### config.mk
export PLATFORM = sky130hd
export DESIGN_NAME = ecpa_alu
export DESIGN_NICKNAME = d
export VERILOG_FILES = /design/src/hw/rtl/ecpa_pkg.sv /design/src/hw/rtl/ecpa_alu.sv
export VERILOG_INCLUDE_DIRS = /design/src /design/src/hw/rtl
export SDC_FILE = /design/constraint.sdc
export NUM_CORES = 1
export LEC_CHECK = 0
export BUFFER_PORTS_ARGS = -buffer_cell sky130_fd_sc_hd__buf_2
export CAP_MARGIN = 20
export CORE_ASPECT_RATIO = 2
export CORE_UTILIZATION = 50
export CTS_CLUSTER_DIAMETER = 120
export CTS_CLUSTER_SIZE = 40
export DETAILED_ROUTE_END_ITERATION = 16
export PLACE_DENSITY = 0.7
export SYNTH_ARGS = -nofsm -noshare
export SYNTH_HDL_FRONTEND = slang
export SYNTH_SLANG_ARGS = --single-unit
### constraint.sdc
create_clock -name clk -period 7.8 [get_ports clk]
set_input_delay 0.78 -clock clk [delete_from_list [all_inputs] [get_ports clk]]
set_output_delay 0.78 -clock clk [all_outputs]
set_load 0.1 [all_outputs]
### src/hw/rtl/assert_macros.svh
// ----------------------------------------------------------------------------
// assert_macros.svh
// Assertion helpers shared by the RTL modules.
// ----------------------------------------------------------------------------
`ifndef ASSERT_MACROS_SVH
`define ASSERT_MACROS_SVH

// Clocked assertion, disabled during reset.
`define ASSERT_CLK(lbl, prop) \
  lbl: assert property (@(posedge clk) disable iff (rst) prop) \
    else $error("assertion failed");

// Clocked assertion, also checked during reset.
`define ASSERT_ALWAYS(lbl, prop) \
  lbl: assert property (@(posedge clk) prop) else $error("assertion failed");

`endif

### src/hw/rtl/ecpa_pkg.sv
// ----------------------------------------------------------------------------
// ecpa_pkg
// Types, constants and modular helpers for the affine point adder.
// ----------------------------------------------------------------------------
package ecpa_pkg;

  localparam int FIELD_BITS = 62;
  localparam int CNT_W      = $clog2(FIELD_BITS);
  localparam int CFG_IDX_W  = 2;

  localparam logic [FIELD_BITS-1:0] MODULUS_RESET = FIELD_BITS'(64'd11783108327);
  localparam logic [FIELD_BITS-1:0] COEFF_A_RESET = '0;

  localparam logic [CFG_IDX_W-1:0] REG_FIELD_MODULUS = 2'd0;
  localparam logic [CFG_IDX_W-1:0] REG_CURVE_COEFF_A = 2'd1;

  typedef logic [FIELD_BITS-1:0] fe_t;

  typedef enum logic {
    ALU_DIV = 1'b0,
    ALU_MUL = 1'b1
  } alu_op_t;

  typedef struct packed {
    logic    start;
    alu_op_t op;
  } alu_req_t;

  typedef struct packed {
    logic busy;
    logic done;
  } alu_rsp_t;

  function automatic fe_t f_madd(fe_t a, fe_t b, fe_t p);
    logic [FIELD_BITS:0] s;
    logic [FIELD_BITS:0] d;
    s = {1'b0, a} + {1'b0, b};
    d = s - {1'b0, p};
    return (s >= {1'b0, p}) ? d[FIELD_BITS-1:0] : s[FIELD_BITS-1:0];
  endfunction

  function automatic fe_t f_msub(fe_t a, fe_t b, fe_t p);
    return (a >= b) ? (a - b) : (a + (p - b));
  endfunction

endpackage

### src/hw/rtl/ecpa_alu.sv
// ----------------------------------------------------------------------------
// ecpa_alu
// Bit-serial shared unit: restoring divide (quotient and remainder) or
// shift-add modular multiply, one bit per cycle.
// ----------------------------------------------------------------------------
`include "assert_macros.svh"

module ecpa_alu (
  input  logic               clk,
  input  logic               rst,
  input  ecpa_pkg::alu_req_t req,
  input  ecpa_pkg::fe_t      a,
  input  ecpa_pkg::fe_t      b,
  input  ecpa_pkg::fe_t      p,
  output ecpa_pkg::alu_rsp_t rsp,
  output ecpa_pkg::fe_t      res,
  output ecpa_pkg::fe_t      quo
);

  localparam int W = ecpa_pkg::FIELD_BITS;

  logic                       busy;
  logic                       done;
  ecpa_pkg::alu_op_t          op_r;
  logic [ecpa_pkg::CNT_W-1:0] cnt;
  ecpa_pkg::fe_t              acc;
  ecpa_pkg::fe_t              aa;
  ecpa_pkg::fe_t              bb;
  ecpa_pkg::fe_t              dv;
  logic [W:0]                 sh;
  logic [W:0]                 sh_sub;

  assign sh     = {acc, aa[W-1]};
  assign sh_sub = sh - {1'b0, dv};

  always_ff @(posedge clk) begin
    if (rst) begin
      busy <= 1'b0;
      done <= 1'b0;
    end else begin
      done <= 1'b0;
      if (req.start && !busy) begin
        busy <= 1'b1;
        cnt  <= '0;
        op_r <= req.op;
        acc  <= '0;
        aa   <= a;
        bb   <= (req.op == ecpa_pkg::ALU_MUL) ? b : '0;
        dv   <= (req.op == ecpa_pkg::ALU_MUL) ? p : b;
      end else if (busy) begin
        case (op_r)
          ecpa_pkg::ALU_DIV: begin
            aa <= {aa[W-2:0], 1'b0};
            if (sh >= {1'b0, dv}) begin
              acc <= sh_sub[W-1:0];
              bb  <= {bb[W-2:0], 1'b1};
            end else begin
              acc <= sh[W-1:0];
              bb  <= {bb[W-2:0], 1'b0};
            end
          end
          ecpa_pkg::ALU_MUL: begin
            if (bb[0]) acc <= ecpa_pkg::f_madd(acc, aa, dv);
            aa <= ecpa_pkg::f_madd(aa, aa, dv);
            bb <= {1'b0, bb[W-1:1]};
          end
          default: ;
        endcase
        cnt <= cnt + 1'b1;
        if (cnt == ecpa_pkg::CNT_W'(W - 1)) begin
          busy <= 1'b0;
          done <= 1'b1;
        end
      end
    end
  end

  assign rsp.busy = busy;
  assign rsp.done = done;
  assign res      = acc;
  assign quo      = bb;

  `ASSERT_CLK(a_done_ends_busy, done |-> !busy)
  `ASSERT_CLK(a_no_start_busy, busy |-> !req.start)
  `ASSERT_CLK(a_start_to_busy, (req.start && !busy) |=> (busy && cnt == '0))

endmodule
==> results of run 1 <==
## layer usage
metal / GRT overflow / GRT usage
met4: 1 / 0.502
met5: 0 / 0
met1: 0 / 0.405
met3: 0 / 0.113
met2: 1 / 0.761
## through the flow
stage / cells / hold WS [ns] / util
4_1_cts: 4329 / 0.446 / 0.551
3_3_place_gp: 4312 / 0.598 / 0.545
3_5_place_dp: 4312 / 0.620 / 0.545
2_1_floorplan: 3392 / 0.569 / -
## Yosys cell counts (29+ instances only)
cell type | n | area, sq um
mux2_2 | 64 | 721
nor3_1 | 61 | 305
inv_1 | 132 | 495
nand3_1 | 139 | 696
nand2_1 | 264 | 991
a211oi_1 | 112 | 841
xnor2_1 | 129 | 1130
xor2_1 | 92 | 806
nor2b_1 | 31 | 194
ha_1 | 250 | 3130
nand4_1 | 56 | 350
clkbuf_1 | 124 | 465
mux2i_1 | 90 | 901
o21ai_0 | 247 | 1240
edfxtp_1 | 255 | 7660
a21o_1 | 125 | 938
o21bai_1 | 47 | 353
nor2_1 | 308 | 1160
and3_1 | 43 | 269
o21a_1 | 32 | 240
a31oi_1 | 44 | 275
buf_2 | 29 | 145
a21oi_1 | 352 | 1760
## logic make-up after synthesis
group,synth area share
xor gates and xnor gates,0.0689
AOI/OAI and AO/OA,0.272
adders and majority gates,0.114
muxes,0.0577
DFF,0.274
and+or+nand+nor,0.170
buffers and inverters,0.0437
==> results.toml, run 1 <==
[clock_network]
cts_buffer_depth = 3
cts-resized-gates = 0
postCtsHoldBufs = 0
htree_levels = 1
cts-root-buf = "clkbuf_16"
numCtsBuffers = 11
cts.sinks = 257
cts_setup_buffers = 0

[die]
die_h_um = 337
die_w_um = 170
initial_core_util = 0.507
ios = 316
rows = 122

[synthesis]
syn_inst = 3392
ys_ff_latch = 257
ys.flop_type = "edfxtp_1"
synth_edf_count = 255
synth_area_sq_um = 28100
yosysUniqueCellTypes = 91
async_reset_ff_frac = 0
syn_area_per_cell_sq_um = 8.28
yosysSeqAreaShare = 0.274
syn_nets = 3836
yosys_warnings = 0

[placed_design]
place_congestion = 1.06
place_area_sq_um = 30200
numPortBuffers = 315
dp.final_hpwl_um = 97900
place_ws_ns = 0.567

[global_routing]
grt_max_degree = 94
grt_pass1_wl_um = 186000
grt_pass1_vias = 29766
grt_remaining_overflow = 2
track_usage = 0.446

[outcome]
error_line = "[ERROR GRT-0116] Global routing finished with congestion. Check the congestion regions in the DRC Viewer."
haltStage = "global routing (5_1_grt)"
status = "did not finish"
==> run 2, diff against run 1 <==
--- a/config.mk
+++ b/config.mk
@@ -8,12 +8,9 @@
 export LEC_CHECK = 0
 export BUFFER_PORTS_ARGS = -buffer_cell sky130_fd_sc_hd__buf_2
 export CAP_MARGIN = 20
-export CORE_ASPECT_RATIO = 2
-export CORE_UTILIZATION = 50
-export CTS_CLUSTER_DIAMETER = 120
-export CTS_CLUSTER_SIZE = 40
+export CORE_UTILIZATION = 35
 export DETAILED_ROUTE_END_ITERATION = 16
-export PLACE_DENSITY = 0.7
+export PLACE_DENSITY_LB_ADDON = 0.15
 export SYNTH_ARGS = -nofsm -noshare
 export SYNTH_HDL_FRONTEND = slang
 export SYNTH_SLANG_ARGS = --single-unit
==> constraint.sdc (replaced) <==
create_clock -name clk -period 10.15 [get_ports clk]
set_input_delay 1.015 -clock clk [delete_from_list [all_inputs] [get_ports clk]]
set_output_delay 1.015 -clock clk [all_outputs]
set_load 0.1 [all_outputs]
==> results.toml, run 2 <==
[power_and_ir_drop]
p_per_area_nw_per_um2 = 265
p_leak_nw = 13.2
p_total_mw = 8.37
vdd_drop_max_v = 0.000127

[synthesis]
synth_edf_count = 255
synthTopCellsByCount = "a21oi_1 (352), nor2_1 (308), nand2_1 (264)"
syn_inst = 3392
ys_ff_latch = 257
ys.flop_type = "edfxtp_1"
yosys_warnings = 0
post-synth-top-area-fraction = 0.272
synthTopCellsByArea = "edfxtp_1 (27%), ha_1 (11%), a21oi_1 (6.3%)"
yosysUniqueCellTypes = 91
yosysSeqAreaShare = 0.274
syn_nets = 3836
synth.largest_area_cell = "edfxtp_1"
synth_area_sq_um = 28100
async_reset_ff_frac = 0
syn_area_per_cell_sq_um = 8.28
yosysMostFrequentCell = "a21oi_1"

[detailed_routing]
routed_wl_um = 111000
vias = 27369
drt_iter0_drc = 2586
post_drt_wl_per_cell_um = 23.8
dr.pass1.iters = 6
viasPerCell = 5.86
drc = 0
ant_nets = 0

[die]
die-area_sq_um = 81400
ios = 316
fp.coreArea_sq_um = 79300
initial_core_util = 0.355
die_h_um = 285
die_w_um = 285
rows = 103

[worst_hold_path]
min_from = "cnt[0]"
whs_path_depth = 1
hold_end = "cnt[0]"
min-delay-path-class = "reg2reg"

[worst_setup_path]
cp.required_ns = 10.51
worstPathMaxFanout = 57
crit_path_start_kind = "flop"
crit_path_end_kind = "flop"
rr_startpoint = "res[0]"
reg2regPathDepth = 25
critical_path_arrival_ns = 7.89
r2r_slack_ns = 2.62
crit_type = "reg2reg"
timing.rr.end = "res[45]"

[cells_and_area]
nets = 4033
drive_above_1_share = 0.140
final_cell_mix = "a21oi_1 (352), buf_2 (314), nor2_1 (306), nand2_1 (264), edfxtp_1 (255)"
fill_cells = 8222
fin_util = 0.399
layout_commonest_cell = "a21oi_1"
area_growth_pct = 12.5

[clock_network]
htree_levels = 2
cts_buffer_depth = 3
insertion_delay_ns = 0.57
cts_setup_buffers = 0
cts-resized-gates = 0
clk_pin_slew_worst_paths_ns = 0.06
cts-root-buf = "clkbuf_16"
numCtsBuffers = 34
cts.sinks = 257
cts_tree = "yes"
postCtsHoldBufs = 0

[timing]
hold_slack_ns = 0.630
min_period_ns = 7.53
tightestPinTransition_ns = 1.21
setup-violations-final = 0
layout_setup_ws_ns = 2.62
max-slew-margin-rel = 0.173
worst_clock_skew_ns = 0.0173
fin_crit_sh = 0.742
fmax_mhz = 133
fin_setup_tns_ns = 0
slew_violations = 0
rsz0062_at_grt = "false"
hold_viol_final = 0

[global_routing]
grt_pass1_wl_um = 164000
gr-max-usage-layer = "met1"
grt_max_degree = 89
grt_remaining_overflow = 0
grt_pass1_vias = 25612
track_usage = 0.264
grt_antenna_before_repair = 10
grt_use_met1 = 0.395
grtUsageMet3 = 0.0499
gr-usage-met2 = 0.380

[outcome]
status = "completed"

[run]
maxCapViolCount = 0

[placed_design]
dp.final_hpwl_um = 89100
place_ws_ns = 2.61
place_congestion = 0.956
numPortBuffers = 315
[run 2: cell counts after synthesis]
Identical to the previous run, type by type.
[run 2: how the worst max path moves through the flow]
| stage | startpoint | to | slack (ns) | depth (start not counted) |
|---|---|---|---|---|
| 2_1_floorplan | req[1] | res[0] | 1.37 | 3 |
| 3_3_place_gp | res[0] | res[45] | 2.78 | 25 |
| 3_5_place_dp | res[0] | res[45] | 2.61 | 25 |
| 4_1_cts | res[0] | res[45] | 2.57 | 25 |
| 5_1_grt | res[0] | res[45] | 1.91 | 25 |
| 6_report | res[0] | res[45] | 2.62 | 25 |
[run 2: through the flow]
stage / instances / instance area, sq um
6_report: 4667 / 31600
5_1_grt: 4666 / 31600
4_1_cts: 4663 / 31600
3_5_place_dp: 4603 / 30500
3_3_place_gp: 4603 / 30500
2_1_floorplan: 3392 / 28100
[run 2: kinds of logic (layout without fill, tap and decap cells)]
group,Yosys count,in the layout,synth area share
AOI/OAI and AO/OA,1181,1181,0.272
xor gates and xnor gates,221,221,0.0689
adders and majority gates,254,254,0.114
buffers and inverters,305,526,0.0437
DFF,257,257,0.274
muxes,154,154,0.0577
other,0,4,0
and+or+nand+nor,1020,1020,0.170
[run 2: power breakdown]
part | internal, mW | leakage, nW | switching (mW) | total (mW)
registers | 1.37 | 2.44 | 0.205 | 1.57
clock network | 0.769 | 0.561 | 0.537 | 1.31
logic | 1.89 | 10.2 | 3.60 | 5.49
total | 4.02 | 13.2 | 4.35 | 8.37
[run 2: worst max-delay path, cell delays in order (launching register included)]
cell and delay, ns:
edfxtp_1 0.41, ha_1 0.22, inv_1 0.07, fa_1 0.41, nor2b_1 0.17, o31ai_1 0.10, a21oi_1 0.27, o211ai_1 0.26
a211oi_1 0.70, o21ai_0 0.29, o21ai_1 0.27, a31oi_1 0.15, xnor2_1 0.24, ha_1 0.39, a21o_1 0.20, a21o_1 0.17
a21o_1 0.18, a211oi_1 0.22, o21ai_0 0.16, a211oi_1 0.27, and4b_1 0.46, nand2_2 0.55, buf_4 0.53, nand2_1 0.12
o21ai_0 0.10, a2111oi_1 0.40
[run 2: routing by layer]
metal	up-vias	wire length, um
li1	13139	-
met1	13034	54000
met2	1036	45300
met3	146	8670
met4	14	3150
met5	-	73
[run 2: area by class of cell]
class                   count  area, sq um  area share
inverters                 133          499      0.0158
flip-flops and latches    257         7700       0.243
diodes                      4         10.0    0.000316
multi-input cells        2830        19200       0.608
repair buffers            333         1730      0.0546
clock inverters            16          253     0.00799
well taps                1050         1310      0.0415
clock buffers              44          908      0.0287
Note: power is estimated with default switching activity, not from simulation.
